`config.mk`:
```
export PLATFORM = sky130hd
export DESIGN_NAME = ir_pulse_distance_decoder_top_flat
export DESIGN_NICKNAME = d
export VERILOG_FILES = /design/src/design/irpd_pkg.sv /design/src/design/irpd_if.sv /design/src/design/irpd_cfg_regs.sv /design/src/design/irpd_classify.sv /design/src/design/irpd_frame_fsm.sv /design/src/design/irpd_out_queue.sv /design/src/design/ir_pulse_distance_decoder_top.sv /design/src/flat_wrapper.sv
export SDC_FILE = /design/constraint.sdc
export NUM_CORES = 2
export LEC_CHECK = 0
export BUFFER_PORTS_ARGS = -buffer_cell sky130_fd_sc_hd__buf_2
export CAP_MARGIN = 5
export CORE_MARGIN = 2
export CORE_UTILIZATION = 60
export DETAILED_ROUTE_END_ITERATION = 8
export GPL_ROUTABILITY_DRIVEN = 1
export PLACE_DENSITY_LB_ADDON = 0.1
export SKIP_LAST_GASP = 1
export SLEW_MARGIN = 20
export SYNTH_ARGS = -nofsm -noshare
export SYNTH_HDL_FRONTEND = slang
export SYNTH_SLANG_ARGS = --single-unit
```
`constraint.sdc`:
```
create_clock -name i_clk -period 9.9 [get_ports i_clk]
set_clock_uncertainty 0.15 [all_clocks]
set_input_delay 0.99 -clock i_clk [delete_from_list [all_inputs] [get_ports i_clk]]
set_output_delay 0.99 -clock i_clk [all_outputs]
set_load 0.05 [all_outputs]
```
`src/design/irpd_pkg.sv`:
```
`timescale 1ns / 1ps

package irpd_pkg;

    localparam int WORD_WIDTH = 32;
    localparam int CNT_W      = $clog2(WORD_WIDTH + 1);
    localparam int OUT_W      = 32;
    localparam int PW_W       = 24;
    localparam int NOM_W      = 16;
    localparam int IDLE_W     = 10;
    localparam int TOL_W      = 7;
    localparam int GRP_W      = 6;
    localparam int KIND_W     = 2;
    localparam int CFG_IDX_W  = 4;
    localparam int CFG_DAT_W  = 16;
    localparam int PT_W       = 3;
    localparam int Q_DEPTH    = 4;
    localparam int Q_PTR_W    = $clog2(Q_DEPTH);
    localparam int Q_CNT_W    = $clog2(Q_DEPTH + 1);

    // register indexes
    localparam logic [CFG_IDX_W-1:0] REG_DATA_BURST = 4'd0;
    localparam logic [CFG_IDX_W-1:0] REG_ZERO_SPACE = 4'd1;
    localparam logic [CFG_IDX_W-1:0] REG_ONE_SPACE  = 4'd2;
    localparam logic [CFG_IDX_W-1:0] REG_IDLE_LIMIT = 4'd3;
    localparam logic [CFG_IDX_W-1:0] REG_TOLERANCE  = 4'd4;
    localparam logic [CFG_IDX_W-1:0] REG_GROUP_BITS = 4'd5;
    localparam logic [CFG_IDX_W-1:0] REG_SKIP_HDR   = 4'd6;
    localparam logic [CFG_IDX_W-1:0] REG_SHIFT_PACK = 4'd7;

    // register reset values
    localparam logic [NOM_W-1:0]  RST_DATA_BURST = 16'd560;
    localparam logic [NOM_W-1:0]  RST_ZERO_SPACE = 16'd560;
    localparam logic [NOM_W-1:0]  RST_ONE_SPACE  = 16'd1690;
    localparam logic [IDLE_W-1:0] RST_IDLE_LIMIT = 10'd20;
    localparam logic [TOL_W-1:0]  RST_TOLERANCE  = 7'd25;
    localparam logic [GRP_W-1:0]  RST_GROUP_BITS = 6'd8;

    // pulse classes
    localparam logic [PT_W-1:0] PT_INVALID    = 3'd0;
    localparam logic [PT_W-1:0] PT_DATA       = 3'd1;
    localparam logic [PT_W-1:0] PT_BIT0       = 3'd2;
    localparam logic [PT_W-1:0] PT_BIT1       = 3'd3;
    localparam logic [PT_W-1:0] PT_LONG_SPACE = 3'd4;
    localparam logic [PT_W-1:0] PT_LONG_BURST = 3'd5;
    localparam logic [PT_W-1:0] PT_IDLE       = 3'd6;

    // result kinds
    localparam logic [KIND_W-1:0] K_DATA    = 2'd0;
    localparam logic [KIND_W-1:0] K_HEADER  = 2'd1;
    localparam logic [KIND_W-1:0] K_SPACE   = 2'd2;
    localparam logic [KIND_W-1:0] K_UNKNOWN = 2'd3;

    typedef struct packed {
        logic [NOM_W-1:0]  data_burst_us;
        logic [NOM_W-1:0]  zero_space_us;
        logic [NOM_W-1:0]  one_space_us;
        logic [IDLE_W-1:0] idle_limit_ms;
        logic [TOL_W-1:0]  tolerance_percent;
        logic [GRP_W-1:0]  group_bits;
        logic              skip_header;
        logic              shift_packing;
    } t_cfg;

    typedef struct packed {
        logic [KIND_W-1:0] kind;
        logic [OUT_W-1:0]  word;
        logic              last;
    } t_result;

    typedef struct packed {
        logic [1:0] n;
        t_result    r0;
        t_result    r1;
    } t_step;

    typedef struct packed {
        logic [Q_CNT_W-1:0] count;
        logic               room2;
    } t_q_stat;

endpackage

```
`src/design/irpd_if.sv`:
```
`timescale 1ns / 1ps

interface irpd_pulse_if import irpd_pkg::*; ();
    logic            valid;
    logic            ready;
    logic            is_mark;
    logic [PW_W-1:0] pulse_width;

    modport source (output valid, is_mark, pulse_width, input ready);
    modport sink (input valid, is_mark, pulse_width, output ready);
endinterface

interface irpd_result_if import irpd_pkg::*; ();
    logic              valid;
    logic              ready;
    logic [KIND_W-1:0] kind;
    logic [OUT_W-1:0]  word;
    logic              last;

    modport source (output valid, kind, word, last, input ready);
    modport sink (input valid, kind, word, last, output ready);
endinterface

interface irpd_cfg_if import irpd_pkg::*; ();
    logic                 valid;
    logic                 ready;
    logic [CFG_IDX_W-1:0] index;
    logic [CFG_DAT_W-1:0] data;

    modport source (output valid, index, data, input ready);
    modport sink (input valid, index, data, output ready);
endinterface

```
`src/design/irpd_cfg_regs.sv`:
```
`timescale 1ns / 1ps

module irpd_cfg_regs import irpd_pkg::*; (
    input  logic       i_clk,
    input  logic       i_rst_n,
    irpd_cfg_if.sink   i_cfg,
    output t_cfg       o_cfg
);

    t_cfg r_cfg;
    t_cfg n_cfg;

    assign i_cfg.ready = 1'b1;

    always_comb begin
        n_cfg = r_cfg;
        if (i_cfg.valid) begin
            unique case (i_cfg.index)
                REG_DATA_BURST: n_cfg.data_burst_us     = i_cfg.data;
                REG_ZERO_SPACE: n_cfg.zero_space_us     = i_cfg.data;
                REG_ONE_SPACE:  n_cfg.one_space_us      = i_cfg.data;
                REG_IDLE_LIMIT: n_cfg.idle_limit_ms     = i_cfg.data[IDLE_W-1:0];
                REG_TOLERANCE:  n_cfg.tolerance_percent = i_cfg.data[TOL_W-1:0];
                REG_GROUP_BITS: n_cfg.group_bits        = i_cfg.data[GRP_W-1:0];
                REG_SKIP_HDR:   n_cfg.skip_header       = i_cfg.data[0];
                REG_SHIFT_PACK: n_cfg.shift_packing     = i_cfg.data[0];
                default:        n_cfg = r_cfg;
            endcase
        end
    end

    always_ff @(posedge i_clk) begin
        if (!i_rst_n) begin
            r_cfg.data_burst_us     <= RST_DATA_BURST;
            r_cfg.zero_space_us     <= RST_ZERO_SPACE;
            r_cfg.one_space_us      <= RST_ONE_SPACE;
            r_cfg.idle_limit_ms     <= RST_IDLE_LIMIT;
            r_cfg.tolerance_percent <= RST_TOLERANCE;
            r_cfg.group_bits        <= RST_GROUP_BITS;
            r_cfg.skip_header       <= 1'b0;
            r_cfg.shift_packing     <= 1'b0;
        end else begin
            r_cfg <= n_cfg;
        end
    end

    assign o_cfg = r_cfg;

endmodule

```
`src/design/irpd_classify.sv`:
```
`timescale 1ns / 1ps

module irpd_classify import irpd_pkg::*; (
    input  t_cfg            i_cfg,
    input  logic            i_is_mark,
    input  logic [PW_W-1:0] i_pulse_width,
    output logic [PT_W-1:0] o_class
);

    localparam int PROD_W = NOM_W + 8;
    localparam int W100_W = PW_W + 7;
    localparam int IDL_W  = IDLE_W + 10;

    logic [TOL_W-1:0]  low_f;
    logic [7:0]        high_f;
    logic [W100_W-1:0] w100;
    logic [PROD_W-1:0] lo_data, lo_zero, lo_one;
    logic [PROD_W-1:0] hi_data, hi_zero, hi_one;
    logic [IDL_W-1:0]  idle_thr;
    logic              below_data, below_zero, below_one;
    logic              above_data, above_zero, above_one;
    logic              too_short, is_idle;

    assign low_f  = (i_cfg.tolerance_percent > 7'd100) ? '0
                  : 7'(7'd100 - i_cfg.tolerance_percent);
    assign high_f = 8'd100 + 8'(i_cfg.tolerance_percent);
    assign w100   = W100_W'(i_pulse_width) * W100_W'(100);

    assign lo_data = PROD_W'(i_cfg.data_burst_us) * PROD_W'(low_f);
    assign lo_zero = PROD_W'(i_cfg.zero_space_us) * PROD_W'(low_f);
    assign lo_one  = PROD_W'(i_cfg.one_space_us) * PROD_W'(low_f);
    assign hi_data = PROD_W'(i_cfg.data_burst_us) * PROD_W'(high_f);
    assign hi_zero = PROD_W'(i_cfg.zero_space_us) * PROD_W'(high_f);
    assign hi_one  = PROD_W'(i_cfg.one_space_us) * PROD_W'(high_f);

    assign below_data = w100 < W100_W'(lo_data);
    assign below_zero = w100 < W100_W'(lo_zero);
    assign below_one  = w100 < W100_W'(lo_one);
    assign above_data = w100 > W100_W'(hi_data);
    assign above_zero = w100 > W100_W'(hi_zero);
    assign above_one  = w100 > W100_W'(hi_one);

    // below the smallest lower bound means below all of them
    assign too_short = below_data && below_zero && below_one;
    assign idle_thr  = IDL_W'(i_cfg.idle_limit_ms) * IDL_W'(1000);
    assign is_idle   = i_pulse_width >= PW_W'(idle_thr);

    always_comb begin
        priority if (too_short) begin
            o_class = PT_INVALID;
        end else if (i_is_mark) begin
            priority if (!below_data && !above_data) begin
                o_class = PT_DATA;
            end else if (above_data) begin
                o_class = PT_LONG_BURST;
            end else begin
                o_class = PT_INVALID;
            end
        end else if (is_idle) begin
            o_class = PT_IDLE;
        end else if (!below_zero && !above_zero) begin
            o_class = PT_BIT0;
        end else if (!below_one && !above_one) begin
            o_class = PT_BIT1;
        end else if (above_zero && above_one) begin
            o_class = PT_LONG_SPACE;
        end else begin
            o_class = PT_INVALID;
        end
    end

endmodule

```
`src/design/irpd_frame_fsm.sv`:
```
`timescale 1ns / 1ps

module irpd_frame_fsm import irpd_pkg::*; (
    input  logic            i_clk,
    input  logic            i_rst_n,
    input  t_cfg            i_cfg,
    input  logic            i_fire,
    input  logic [PT_W-1:0] i_class,
    output t_step           o_step
);

    localparam logic [2:0] ST_IDLE        = 3'd0;
    localparam logic [2:0] ST_HDR_STARTED = 3'd1;
    localparam logic [2:0] ST_HDR_SYNCED  = 3'd2;
    localparam logic [2:0] ST_DATA_WAIT   = 3'd3;
    localparam logic [2:0] ST_DATA_REC    = 3'd4;
    localparam logic [2:0] ST_ERROR       = 3'd5;

    logic [2:0]            r_state, n_state;
    logic [WORD_WIDTH-1:0] r_acc, n_acc;
    logic [CNT_W-1:0]      r_cnt, n_cnt;
    logic                  r_lwh, n_lwh;

    logic                  do_emit, do_append;
    logic [KIND_W-1:0]     emit_kind;
    logic                  is_bit, bit_val;
    logic [CNT_W-1:0]      group;
    logic [CNT_W-1:0]      cnt_inc;
    logic [WORD_WIDTH-1:0] acc_new;
    t_step                 step;

    assign is_bit  = (i_class == PT_BIT0) || (i_class == PT_BIT1);
    assign bit_val = (i_class == PT_BIT1);

    always_comb begin
        if (i_cfg.group_bits == '0) begin
            group = CNT_W'(8);
        end else if (32'(i_cfg.group_bits) > 32'(WORD_WIDTH)) begin
            group = CNT_W'(WORD_WIDTH);
        end else begin
            group = CNT_W'(i_cfg.group_bits);
        end
    end

    assign cnt_inc = r_cnt + CNT_W'(1);

    always_comb begin
        if (i_cfg.shift_packing) begin
            acc_new = {r_acc[WORD_WIDTH-2:0], bit_val};
        end else begin
            acc_new = r_acc | (WORD_WIDTH'(bit_val) << r_cnt);
        end
    end

    // frame transitions
    always_comb begin
        n_state   = r_state;
        do_emit   = 1'b0;
        do_append = 1'b0;
        emit_kind = K_SPACE;
        unique case (r_state)
            ST_IDLE, ST_HDR_STARTED: begin
                priority if (r_state == ST_HDR_STARTED && i_class == PT_IDLE) begin
                    n_state = ST_IDLE;
                    do_emit = 1'b1;
                end else if (i_class == PT_LONG_SPACE || i_class == PT_DATA) begin
                    n_state   = ST_HDR_SYNCED;
                    do_emit   = 1'b1;
                    emit_kind = K_HEADER;
                end else if (r_state == ST_IDLE && i_class == PT_LONG_BURST) begin
                    n_state = ST_HDR_STARTED;
                end else if (is_bit) begin
                    if (i_cfg.skip_header) begin
                        do_append = 1'b1;
                    end else begin
                        n_state   = ST_HDR_SYNCED;
                        do_emit   = 1'b1;
                        emit_kind = K_HEADER;
                    end
                end else begin
                    n_state = r_state;
                end
            end
            ST_HDR_SYNCED: begin
                if (i_class == PT_IDLE) begin
                    n_state = ST_IDLE;
                    do_emit = 1'b1;
                end else if (is_bit) begin
                    do_append = 1'b1;
                end
            end
            ST_DATA_WAIT: begin
                if (i_class == PT_IDLE) begin
                    n_state = ST_IDLE;
                    do_emit = 1'b1;
                end else if (i_class == PT_DATA) begin
                    n_state = ST_DATA_REC;
                end else begin
                    n_state = ST_ERROR;
                end
            end
            ST_DATA_REC: begin
                if (i_class == PT_IDLE) begin
                    n_state = ST_IDLE;
                    do_emit = 1'b1;
                end else if (is_bit) begin
                    do_append = 1'b1;
                end else begin
                    n_state   = ST_ERROR;
                    do_emit   = 1'b1;
                    emit_kind = K_UNKNOWN;
                end
            end
            default: begin
                n_state = ST_ERROR;
                if (i_class == PT_IDLE) begin
                    n_state = ST_IDLE;
                    do_emit = 1'b1;
                end
            end
        endcase
        if (do_append) begin
            n_state = ST_DATA_WAIT;
        end
    end

    // results and accumulator update
    always_comb begin
        n_acc   = r_acc;
        n_cnt   = r_cnt;
        n_lwh   = r_lwh;
        step    = '0;
        if (do_emit && !(emit_kind == K_HEADER && r_lwh)) begin
            if (r_cnt != '0) begin
                step.n       = 2'd2;
                step.r0.kind = K_UNKNOWN;
                step.r1.kind = emit_kind;
                step.r1.last = 1'b1;
                n_acc        = '0;
                n_cnt        = '0;
            end else begin
                step.n       = 2'd1;
                step.r0.kind = emit_kind;
                step.r0.last = 1'b1;
            end
            n_lwh = (emit_kind == K_HEADER);
        end else if (do_append) begin
            if (cnt_inc >= group) begin
                step.n       = 2'd1;
                step.r0.kind = K_DATA;
                step.r0.word = OUT_W'(acc_new);
                step.r0.last = 1'b1;
                n_acc        = '0;
                n_cnt        = '0;
                n_lwh        = 1'b0;
            end else begin
                n_acc = acc_new;
                n_cnt = cnt_inc;
            end
        end
    end

    always_ff @(posedge i_clk) begin
        if (!i_rst_n) begin
            r_state <= ST_IDLE;
            r_acc   <= '0;
            r_cnt   <= '0;
            r_lwh   <= 1'b0;
        end else if (i_fire) begin
            r_state <= n_state;
            r_acc   <= n_acc;
            r_cnt   <= n_cnt;
            r_lwh   <= n_lwh;
        end
    end

    always_comb begin
        o_step = step;
        if (!i_fire) begin
            o_step.n = 2'd0;
        end
    end

endmodule

```
`src/design/irpd_out_queue.sv`:
```
`timescale 1ns / 1ps

module irpd_out_queue import irpd_pkg::*; (
    input  logic          i_clk,
    input  logic          i_rst_n,
    input  t_step         i_step,
    irpd_result_if.source o_result,
    output t_q_stat       o_stat
);

    t_result            r_mem [Q_DEPTH];
    logic [Q_PTR_W-1:0] r_wr, r_rd;
    logic [Q_CNT_W-1:0] r_count;
    logic               pop;

    assign o_result.valid = (r_count != '0);
    assign o_result.kind  = r_mem[r_rd].kind;
    assign o_result.word  = r_mem[r_rd].word;
    assign o_result.last  = r_mem[r_rd].last;
    assign pop            = o_result.valid && o_result.ready;

    always_ff @(posedge i_clk) begin
        if (!i_rst_n) begin
            r_wr    <= '0;
            r_rd    <= '0;
            r_count <= '0;
        end else begin
            r_wr    <= r_wr + Q_PTR_W'(i_step.n);
            r_rd    <= r_rd + Q_PTR_W'(pop);
            r_count <= r_count + Q_CNT_W'(i_step.n) - Q_CNT_W'(pop);
        end
    end

    always_ff @(posedge i_clk) begin
        if (i_step.n != 2'd0) begin
            r_mem[r_wr] <= i_step.r0;
        end
        if (i_step.n == 2'd2) begin
            r_mem[r_wr + Q_PTR_W'(1)] <= i_step.r1;
        end
    end

    assign o_stat.count = r_count;
    assign o_stat.room2 = (r_count <= Q_CNT_W'(Q_DEPTH - 2));

endmodule

```
`src/design/ir_pulse_distance_decoder_top.sv`:
```
`timescale 1ns / 1ps

// IR pulse-distance decoder
// i_pulse: one transaction per measured pulse (is_mark, pulse_width in us).
// o_result: decoded symbols (kind, word, last); last marks the final result
//   caused by one pulse, which yields zero, one or two results.
// i_cfg: register writes (index, data), always ready, applied on the next
//   clock; write only while no pulse is in flight or results are pending.
// Path: a pulse accepted on i_pulse is held in the input register,
//   classified combinationally and stepped through the frame state
//   machine when it fires; its results are written into the output queue,
//   which offers them on o_result.
// Throughput: one pulse per cycle while the queue has two free entries. The
//   output port moves one result per cycle while o_result.ready is high.
// Stalls: results wait in a four-entry queue. A pulse is stepped only when
//   two entries are free; otherwise it is held in the input register and
//   i_pulse.ready drops until o_result.ready drains the queue.
// Reset: synchronous, active low. Registers return to their defaults, the
//   frame state goes idle with no pending bits and the queue empties.

module ir_pulse_distance_decoder_top import irpd_pkg::*; (
    input  logic          i_clk,
    input  logic          i_rst_n,
    irpd_pulse_if.sink    i_pulse,
    irpd_cfg_if.sink      i_cfg,
    irpd_result_if.source o_result
);

    t_cfg            cfg;
    t_step           step;
    t_q_stat         q_stat;
    logic [PT_W-1:0] pulse_class;
    logic            fire;

    logic            r_in_valid;
    logic            r_is_mark;
    logic [PW_W-1:0] r_pulse_width;

    assign fire          = r_in_valid && q_stat.room2;
    assign i_pulse.ready = !r_in_valid || fire;

    always_ff @(posedge i_clk) begin
        if (!i_rst_n) begin
            r_in_valid <= 1'b0;
        end else if (i_pulse.ready) begin
            r_in_valid <= i_pulse.valid;
        end
    end

    always_ff @(posedge i_clk) begin
        if (i_pulse.valid && i_pulse.ready) begin
            r_is_mark     <= i_pulse.is_mark;
            r_pulse_width <= i_pulse.pulse_width;
        end
    end

    irpd_cfg_regs u_cfg (
        .i_clk   (i_clk),
        .i_rst_n (i_rst_n),
        .i_cfg   (i_cfg),
        .o_cfg   (cfg)
    );

    irpd_classify u_classify (
        .i_cfg         (cfg),
        .i_is_mark     (r_is_mark),
        .i_pulse_width (r_pulse_width),
        .o_class       (pulse_class)
    );

    irpd_frame_fsm u_fsm (
        .i_clk   (i_clk),
        .i_rst_n (i_rst_n),
        .i_cfg   (cfg),
        .i_fire  (fire),
        .i_class (pulse_class),
        .o_step  (step)
    );

    irpd_out_queue u_queue (
        .i_clk    (i_clk),
        .i_rst_n  (i_rst_n),
        .i_step   (step),
        .o_result (o_result),
        .o_stat   (q_stat)
    );

    a_queue_bound: assert property (@(posedge i_clk) disable iff (!i_rst_n)
        q_stat.count <= Q_CNT_W'(Q_DEPTH))
        else $error("result queue overflow");

    a_valid_tracks_queue: assert property (@(posedge i_clk) disable iff (!i_rst_n)
        o_result.valid == (q_stat.count != '0))
        else $error("result valid disagrees with queue fill");

    a_stall_only_when_held: assert property (@(posedge i_clk) disable iff (!i_rst_n)
        !i_pulse.ready |-> (r_in_valid && !q_stat.room2))
        else $error("input stalled without a held pulse");

    a_results_need_step: assert property (@(posedge i_clk) disable iff (!i_rst_n)
        (step.n != 2'd0) |-> fire)
        else $error("results pushed without a stepped pulse");

    a_pair_ends_last: assert property (@(posedge i_clk) disable iff (!i_rst_n)
        (step.n == 2'd2) |-> (step.r1.last && !step.r0.last))
        else $error("two-result step with wrong last marks");

endmodule

```
`src/flat_wrapper.sv`:
```
// flat-port wrapper written by rule: the top's interface ports become plain ports
module ir_pulse_distance_decoder_top_flat import irpd_pkg::*;
  (i_clk, i_rst_n, i_pulse_valid, i_pulse_is_mark, i_pulse_pulse_width, i_pulse_ready, i_cfg_valid, i_cfg_index, i_cfg_data, i_cfg_ready, o_result_valid, o_result_kind, o_result_word, o_result_last, o_result_ready);
  irpd_pulse_if i_pulse_i ();
  irpd_cfg_if i_cfg_i ();
  irpd_result_if o_result_i ();
  input  logic i_clk;
  input  logic i_rst_n;
  input wire logic [$bits(i_pulse_i.valid)-1:0] i_pulse_valid;
  input wire logic [$bits(i_pulse_i.is_mark)-1:0] i_pulse_is_mark;
  input wire logic [$bits(i_pulse_i.pulse_width)-1:0] i_pulse_pulse_width;
  output wire logic [$bits(i_pulse_i.ready)-1:0] i_pulse_ready;
  input wire logic [$bits(i_cfg_i.valid)-1:0] i_cfg_valid;
  input wire logic [$bits(i_cfg_i.index)-1:0] i_cfg_index;
  input wire logic [$bits(i_cfg_i.data)-1:0] i_cfg_data;
  output wire logic [$bits(i_cfg_i.ready)-1:0] i_cfg_ready;
  output wire logic [$bits(o_result_i.valid)-1:0] o_result_valid;
  output wire logic [$bits(o_result_i.kind)-1:0] o_result_kind;
  output wire logic [$bits(o_result_i.word)-1:0] o_result_word;
  output wire logic [$bits(o_result_i.last)-1:0] o_result_last;
  input wire logic [$bits(o_result_i.ready)-1:0] o_result_ready;
  assign i_pulse_i.valid = i_pulse_valid;
  assign i_pulse_i.is_mark = i_pulse_is_mark;
  assign i_pulse_i.pulse_width = i_pulse_pulse_width;
  assign i_pulse_ready = i_pulse_i.ready;
  assign i_cfg_i.valid = i_cfg_valid;
  assign i_cfg_i.index = i_cfg_index;
  assign i_cfg_i.data = i_cfg_data;
  assign i_cfg_ready = i_cfg_i.ready;
  assign o_result_valid = o_result_i.valid;
  assign o_result_kind = o_result_i.kind;
  assign o_result_word = o_result_i.word;
  assign o_result_last = o_result_i.last;
  assign o_result_i.ready = o_result_ready;
  ir_pulse_distance_decoder_top u_core (.i_clk(i_clk), .i_rst_n(i_rst_n), .i_pulse(i_pulse_i), .i_cfg(i_cfg_i), .o_result(o_result_i));
endmodule
```
== Word level (Yosys, flattened, before mapping) ==
Memory sizes are Yosys's and may differ from the RTL's. A register that Yosys moved wholly into a read port is not among the register bits.
Index checks and enable logic that the tools add are counted.
Storage, ports and cells
  bits in registers: 148
  latch bits: 0
  bits in writable memories: 140
  bits in read-only memories: 0
  memories kept: 1
Cells by class
  $add $sub $neg: 8
  multipliers: 8
  div/mod/pow operators: 0
  order comparisons: 11
  eq/ne operators: 24
  shift operators: 1
  mux-type cells: 78
  bitwise gates (word level): 1
  reductions and logical operators: 45
Memories
  u_core.u_queue.r_mem: words 4, bits a word 35, rd ports 1, clocked after memory_dff 1, write ports 2, line irpd_out_queue.sv:11  | t_result r_mem [Q_DEPTH];
Operators by type and width (count)
  32-bit two-way mux: 6
  31-bit by 24-bit greater-than comparator with 1-bit output: 3
  31-bit by 23-bit less-than comparator with 1-bit output: 3
  16-bit by 8-bit multiplier with 24-bit output: 3
  36-bit two-way mux: 2
  16-bit by 7-bit multiplier with 23-bit output: 3
  3-bit two-way mux: 19
  6-bit two-way mux: 6
  32-bit bitwise OR: 1
  1-bit by 6-bit << shifter with 32-bit output: 1
  24-bit by 5-bit multiplier with 29-bit output, second input constant: 1
  1-bit two-way mux: 29
  24-bit by 20-bit >= comparator with 1-bit output: 1
  2-bit two-way mux: 9
  10-bit by 7-bit multiplier with 17-bit output, second input constant: 1
  4-bit by 3-bit equality test with 1-bit output, second input constant: 4
  2-bit AND reduction: 8
  1-bit logical AND: 13
  3-bit by 2-bit equality test with 1-bit output, second input constant: 4
  3-bit equality test, second input constant: 4
  6-bit != test, second input constant: 2
  3-bit case mux with 4 select lines: 1
  7-bit by 7-bit adder with 8-bit output, first input constant: 1
  4-bit by 2-bit equality test with 1-bit output, second input constant: 2
  other kinds (33): 49

== Longest topological paths before layout ==
  depth after elaboration: 27
  depth in mapped cells: 51

== Cells and area by module ==
From an unflattened synthesis, not the netlist that was laid out.
Unflattened totals
  cell total of the unflattened synthesis: 4661
  area total of the unflattened synthesis: 44153.6 um2
Modules (own cells, without submodules)
  irpd_classify: instances 1, cells an instance 3541, area each 29684.7 um2, seq. area each 0.0 um2
  irpd_out_queue: instances 1, cells an instance 388, area each 7334.5 um2, seq. area each 4344.2 um2
  irpd_frame_fsm: instances 1, cells an instance 422, area each 3495.9 um2, seq. area each 840.8 um2
  irpd_cfg_regs: instances 1, cells an instance 279, area each 2822.7 um2, seq. area each 1461.4 um2
  ir_pulse_distance_decoder_top: instances 1, cells an instance 31, area each 815.8 um2, seq. area each 770.7 um2

== Worst setup path before layout ==
OpenSTA, ideal clock, no wires.
  kind: register to register
  from: reg u_core.u_cfg.r_cfg, in the netlist u_core.u_cfg.o_cfg[8]
  to: reg u_core.u_queue.r_count[2]
  setup time: 0.128 ns
  arrival time: 10.743 ns
  slack: -1.121 ns
  cell stages (with the launch flop): 51
  buffers on the path: 7
  period minus slack after synthesis: 11.021 ns
  cell sequence: dfxtp_1 -> buf_2 -> clkbuf_1 -> clkbuf_1 -> inv_1 -> ha_1 -> a21oi_1 -> nand4_1 -> o21ai_0 -> clkbuf_1 -> clkbuf_1 -> nand2_1 -> fa_1 -> fa_1 -> inv_1 -> fa_1 -> inv_1 -> fa_1 -> (+15 left out) -> a221oi_2 -> nor3_1 -> o41ai_4 -> a221oi_1 -> nand2_1 -> or4b_1 -> nor3_1 -> o21ai_1 -> a21boi_1 -> buf_2 -> buf_2 -> inv_1 -> ha_1 -> inv_1 -> fa_1 -> xor2_1 -> xnor2_1 -> nor2_1
Between the ends
  word-level cells in the longest chain between the ends: 26
  elaborated cells on any way between the ends: 77
RTL lines
  from (decl): line irpd_cfg_regs.sv:10  | t_cfg r_cfg;
  from (signal assigned): line irpd_cfg_regs.sv:43  | r_cfg <= n_cfg;
  7-bit subtractor or 7-bit greater-than comparator (tied branches): line irpd_classify.sv:25, irpd_classify.sv:24
  7-bit two-way mux: line irpd_classify.sv:24  | assign low_f = (i_cfg.tolerance_percent > 7'd100) ? '0
  16-bit by 7-bit multiplier with 23-bit output: line irpd_classify.sv:31  | assign lo_one = PROD_W'(i_cfg.one_space_us) * PROD_W'(low_f);
  31-bit by 23-bit less-than comparator with 1-bit output: line irpd_classify.sv:38  | assign below_one = w100 < W100_W'(lo_one);
  1-bit zero test: line irpd_classify.sv:63  | end else if (!below_one && !above_one) begin
  1-bit logical AND: line irpd_classify.sv:63
  3-bit two-way mux: line irpd_classify.sv:63
  3-bit two-way mux: line irpd_classify.sv:61  | end else if (!below_zero && !above_zero) begin
  (+10 left out)
  2-bit by 1-bit equality test with 1-bit output: line irpd_frame_fsm.sv:133  | if (do_emit && !(emit_kind == K_HEADER && r_lwh)) begin
  1-bit logical AND: line irpd_frame_fsm.sv:133
  1-bit zero test: line irpd_frame_fsm.sv:133
  1-bit logical AND: line irpd_frame_fsm.sv:133
  4-bit two-way mux (*): line irpd_frame_fsm.sv:133
  2-bit two-way mux (*): line irpd_frame_fsm.sv:179  | if (!i_fire) begin
  3-bit by 2-bit adder with 3-bit output (*): line irpd_out_queue.sv:30  | r_count <= r_count + Q_CNT_W'(i_step.n) - Q_CNT_W'(pop);
  3-bit by 1-bit subtractor with 3-bit output (*): line irpd_out_queue.sv:30
  to (signal assigned): line irpd_out_queue.sv:30
  to (decl): line irpd_out_queue.sv:13  | logic [Q_CNT_W-1:0] r_count;
Mark *: on every way between the ends. The rest lies on a longest branch, timed or not.
A chain may end at the register's enable or synchronous reset.

== Final worst setup path ==
  from: reg u_core.u_cfg.r_cfg, in the netlist u_core.u_cfg.o_cfg[11]
  to: reg u_core.u_queue.r_count[2]
The elaborated chain is that of the path after synthesis.

==> reports/qor.json <==
{
  "status": {"value": "finished, final reports clean"},
  "fmax": {"value": 102, "unit": "MHz"},
  "i_o_buffers": {"value": 86},
  "tightest_slew": {"value": 1.10, "unit": "ns"},
  "clock_power_share": {"value": 0.182},
  "drt_pre_antenna_iters": {"value": 6},
  "core_area": {"value": 70300, "unit": "um^2"},
  "power_switching_share": {"value": 0.472},
  "synth_register_bits": {"value": 288},
  "final-seq-area": {"value": 6150, "unit": "um^2"},
  "core.rowCount": {"value": 97},
  "post_route_clock_period_utilization": {"value": 0.987},
  "grt_antenna_before_repair": {"value": 3},
  "critical_path.max_fanout": {"value": 5},
  "cts.reportedPaths.clkPinSlew": {"value": 0.06, "unit": "ns"},
  "global_route.usage.total": {"value": 0.337},
  "root_buffer_master": {"value": "clkbuf_16"},
  "worst-endpoint-arrival": {"value": 10.04, "unit": "ns"},
  "insertion_delay": {"value": 0.57, "unit": "ns"},
  "total_number_of_clock_tree_sinks": {"value": 288},
  "synth_top_area_share": {"value": 0.238},
  "layout-area-overhead-vs-synth": {"value": 13.7, "unit": "%"},
  "grt_setup_unrepaired": {"value": "true"},
  "multi_input_area": {"value": 33900, "unit": "um^2"},
  "finish.utilization": {"value": 0.692},
  "synth-main-ff-cell": {"value": "dfxtp_1"},
  "max-clock-path-buffers": {"value": 3},
  "cell_internal_pwr": {"value": 4100, "unit": "uW"},
  "power.sequential.fraction": {"value": 0.161},
  "setup_viol_count_final": {"value": 0},
  "worst_setup_path_end_kind": {"value": "flip-flop"},
  "worst_hold_startpoint": {"value": "u_core.u_fsm.r_acc[31]"},
  "power.ir.vdd_worst": {"value": 228, "unit": "uV"},
  "post_synth_and_or_nand_nor_area_fraction": {"value": 0.179},
  "maxcap_violations": {"value": 0},
  "critical_path_class": {"value": "flip-flop to flip-flop"},
  "drt_first_iter_violations": {"value": 3234},
  "design.die.area": {"value": 73500, "unit": "um^2"},
  "power.net_switching": {"value": 3670, "unit": "uW"},
  "post_synth_instance_area": {"value": 42800, "unit": "um^2"},
  "distinct_cells_synth": {"value": 87},
  "postSynthCellCount": {"value": 5020},
  "buf_inv_stages_crit_path": {"value": 6},
  "post_detail_place_hpwl": {"value": 89900, "unit": "um"},
  "synth-async-reset-ratio": {"value": 0},
  "worst-r2r-setup-slack": {"value": 0.13, "unit": "ns"},
  "holdCritPathClass": {"value": "flip-flop to flip-flop"},
  "finalWirelength": {"value": 124000, "unit": "um"},
  "maximum_level_of_the_cts_h_tree": {"value": 2},
  "cts_tree": {"value": "yes"},
  "num-fill-cells": {"value": 5698},
  "post_route_cells_drive_above_1_share": {"value": 0.134},
  "route.antenna.remaining_nets": {"value": 0},
  "power-per-cell-area": {"value": 160, "unit": "nW/um^2"},
  "synth_area_leader_cell": {"value": "fa_1"},
  "worst_slack": {"value": 0.131, "unit": "ns"},
  "vias": {"value": 36500},
  "post_drt_via_cell_ratio": {"value": 5.92},
  "final_cell_mix": {"value": "inv_1, nand2_1, ha_1"},
  "initial_util": {"value": 0.609},
  "chipHeight": {"value": 271, "unit": "um"},
  "crit_slowest_cell": {"value": "fa_1"},
  "timing.critical_path.mode_cell": {"value": "fa_1"},
  "layout.nets": {"value": 6298},
  "regToRegEndpoint": {"value": "u_core.u_queue.r_count[2]"},
  "timing_hold_violations_final": {"value": 0},
  "maxSlewHeadroom": {"value": 0.265},
  "post-place-ws": {"value": -0.336, "unit": "ns"},
  "max_stage_delay": {"value": 0.55, "unit": "ns"},
  "wire_per_inst": {"value": 20.1, "unit": "um"},
  "count_of_flip_flops_with_a_built_in_enable_after_synthesis": {"value": 37},
  "finalWeightedCongestion": {"value": 0.933},
  "ys.warnings.count": {"value": 0},
  "first_pass_grt_wire_length": {"value": 197000, "unit": "um"},
  "worstReg2RegStart": {"value": "u_core.u_cfg.o_cfg[11]"},
  "top_level_ports": {"value": 88},
  "muxShareOfSynthArea": {"value": 0.0283},
  "grt_max_degree": {"value": 67},
  "ys_seq_area_frac": {"value": 0.143},
  "remaining_drc_errors": {"value": 0},
  "slew_violations": {"value": 0},
  "first_global_vias": {"value": 36700},
  "comb_power_share": {"value": 0.657},
  "cp.required": {"value": 10.17, "unit": "ns"},
  "worstHoldEndpoint": {"value": "u_core.u_fsm.r_acc[31]"},
  "largest_family_of_logic_cells_by_synthesized_area": {"value": "adder cells"},
  "die_width": {"value": 271, "unit": "um"},
  "syn-num-nets": {"value": 6119},
  "synth_top_cells_by_area": {"value": "fa_1, ha_1, dfxtp_1"},
  "synthAdderAreaFrac": {"value": 0.396},
  "start_kind": {"value": "flip-flop"},
  "cellLeakagePower": {"value": 0.0232, "unit": "uW"},
  "most_common_library_cell_in_the_layout_ignoring_fill_and_taps": {"value": "inv_1"},
  "synth_compound_gate_area_share": {"value": 0.133},
  "tritoncts.num_buffers": {"value": 36},
  "postSynthAreaPerCell": {"value": 8.52, "unit": "um^2"},
  "worstRegToRegCells": {"value": 42},
  "post-route-min-period": {"value": 9.77, "unit": "ns"},
  "hold_depth": {"value": 2},
  "kind_of_cell_adding_the_most_delay_to_the_critical_path": {"value": "simple AND/OR/NAND/NOR gates"},
  "yosys.area_share.xor_xnor": {"value": 0.0307},
  "grt_overflow_total": {"value": 0}
}
[worst max-delay path by stage]
stage	slack [ns]	to	cells past startpoint	from
4_1_cts	0.0006	u_core.u_queue.r_count[2]	45	u_core.u_cfg.o_cfg[10]
5_1_grt	-0.24	u_core.u_queue.r_count[2]	46	u_core.u_cfg.o_cfg[9]
3_5_place_dp	-0.34	u_core.u_queue.r_count[2]	44	u_core.u_cfg.o_cfg[10]
3_3_place_gp	-0.11	u_core.u_queue.r_count[2]	45	u_core.u_cfg.o_cfg[10]
6_report	0.13	u_core.u_queue.r_count[2]	42	u_core.u_cfg.o_cfg[11]
2_1_floorplan	0.006	u_core.u_queue.r_count[2]	45	u_core.u_cfg.o_cfg[10]
[power by group through the flow]
stage	logic, uW	clock network (uW)	registers [uW]
after CTS	4880	1420	1250
final	5110	1410	1250
after detailed placement	4770	0	1270
after floorplan	3100	0	1250
after global placement	4660	0	1270
after global routing	5660	1460	1250
[cell usage after synthesis (all sizes together), types with 64 or more instances]
| master | number |
|---|---|
| inv | 740 |
| nand2 | 622 |
| ha | 540 |
| fa | 509 |
| and2 | 396 |
| a21oi | 328 |
| dfxtp | 251 |
| clkbuf | 214 |
| o21ai | 199 |
| nand3 | 121 |
| nor2 | 119 |
| xnor2 | 86 |
| a21o | 74 |
| nor3 | 70 |
| nor2b | 64 |
| o211ai | 64 |
| xor2 | 64 |
[per-layer routing]
metal | part of all wire | routed length, um | track usage | up-vias
met1 | 0.42 | 52400 | 0.457 | 18000
met4 | 0.046 | 5700 | 0.139 | 0
met2 | 0.45 | 55600 | 0.533 | 1360
li1 | - | - | - | 16800
met3 | 0.082 | 10200 | 0.0620 | 270
met5 | 0 | 0 | 0 | -
[registers in the layout, indices dropped and copies added, names as in the netlist]
name,cells
u_core.r_in_valid,1
u_core.r_is_mark,1
u_core.r_pulse_width,24
u_core.u_cfg.o_cfg,73
u_core.u_fsm.r_acc,32
u_core.u_fsm.r_cnt,6
u_core.u_fsm.r_lwh,1
u_core.u_fsm.r_state,3
u_core.u_queue.r_count,3
u_core.u_queue.r_mem,140
u_core.u_queue.r_rd,2
u_core.u_queue.r_wr,2
[through the flow]
stage / TNS (ns) / hold WS (ns) / power [uW] / area, um^2 / cells
after floorplan: 0 / 0.278 / 4360 / 43000 / 5020
after global placement: -0.307 / 0.287 / 5940 / 45700 / 6032
after detailed placement: -12.13 / 0.295 / 6040 / 45800 / 6032
after CTS: 0 / 0.308 / 7550 / 47300 / 6113
after global routing: -20.67 / 0.337 / 8380 / 48700 / 6167
final: 0 / 0.309 / 7770 / 48700 / 6168
[worst register-to-register path: cells and delay by family, from the launching register on]
family,cells,cell delay (ns)
and+or+nand+nor,16,3.47
buffers and inverters,6,0.61
adders and majority gates,9,3.29
AOI/OAI and AO/OA,8,1.41
xor gates and xnor gates,3,0.37
DFF,1,0.35
[cell type report]
cell class	count	area share
Antenna cell	1	0.0000514
Clock buffer	52	0.0214
Clock inverter	14	0.00424
Inverter	741	0.0572
Multi-Input combinational cell	3734	0.696
Sequential cell	288	0.126
Tap cell	940	0.0242
Timing Repair Buffer	398	0.0704
[kinds of logic after synthesis]
logic type / Yosys count
AO/OA/AOI/OAI: 909
buffers and inverters: 999
multiplexers: 77
other: 1
adder cells (fa/ha/maj): 1049
AND/OR/NAND/NOR: 1547
flip-flops: 288
XOR/XNOR: 150
[timing repair]
item                       4_1_cts  5_1_grt
setup endpoints to repair      130      193
hold buffers                     0        0
resized for setup               33      190
cloned                           1       11
pin swaps                       34      154
setup buffers                   14       44
(Power assumes the default switching activity.)
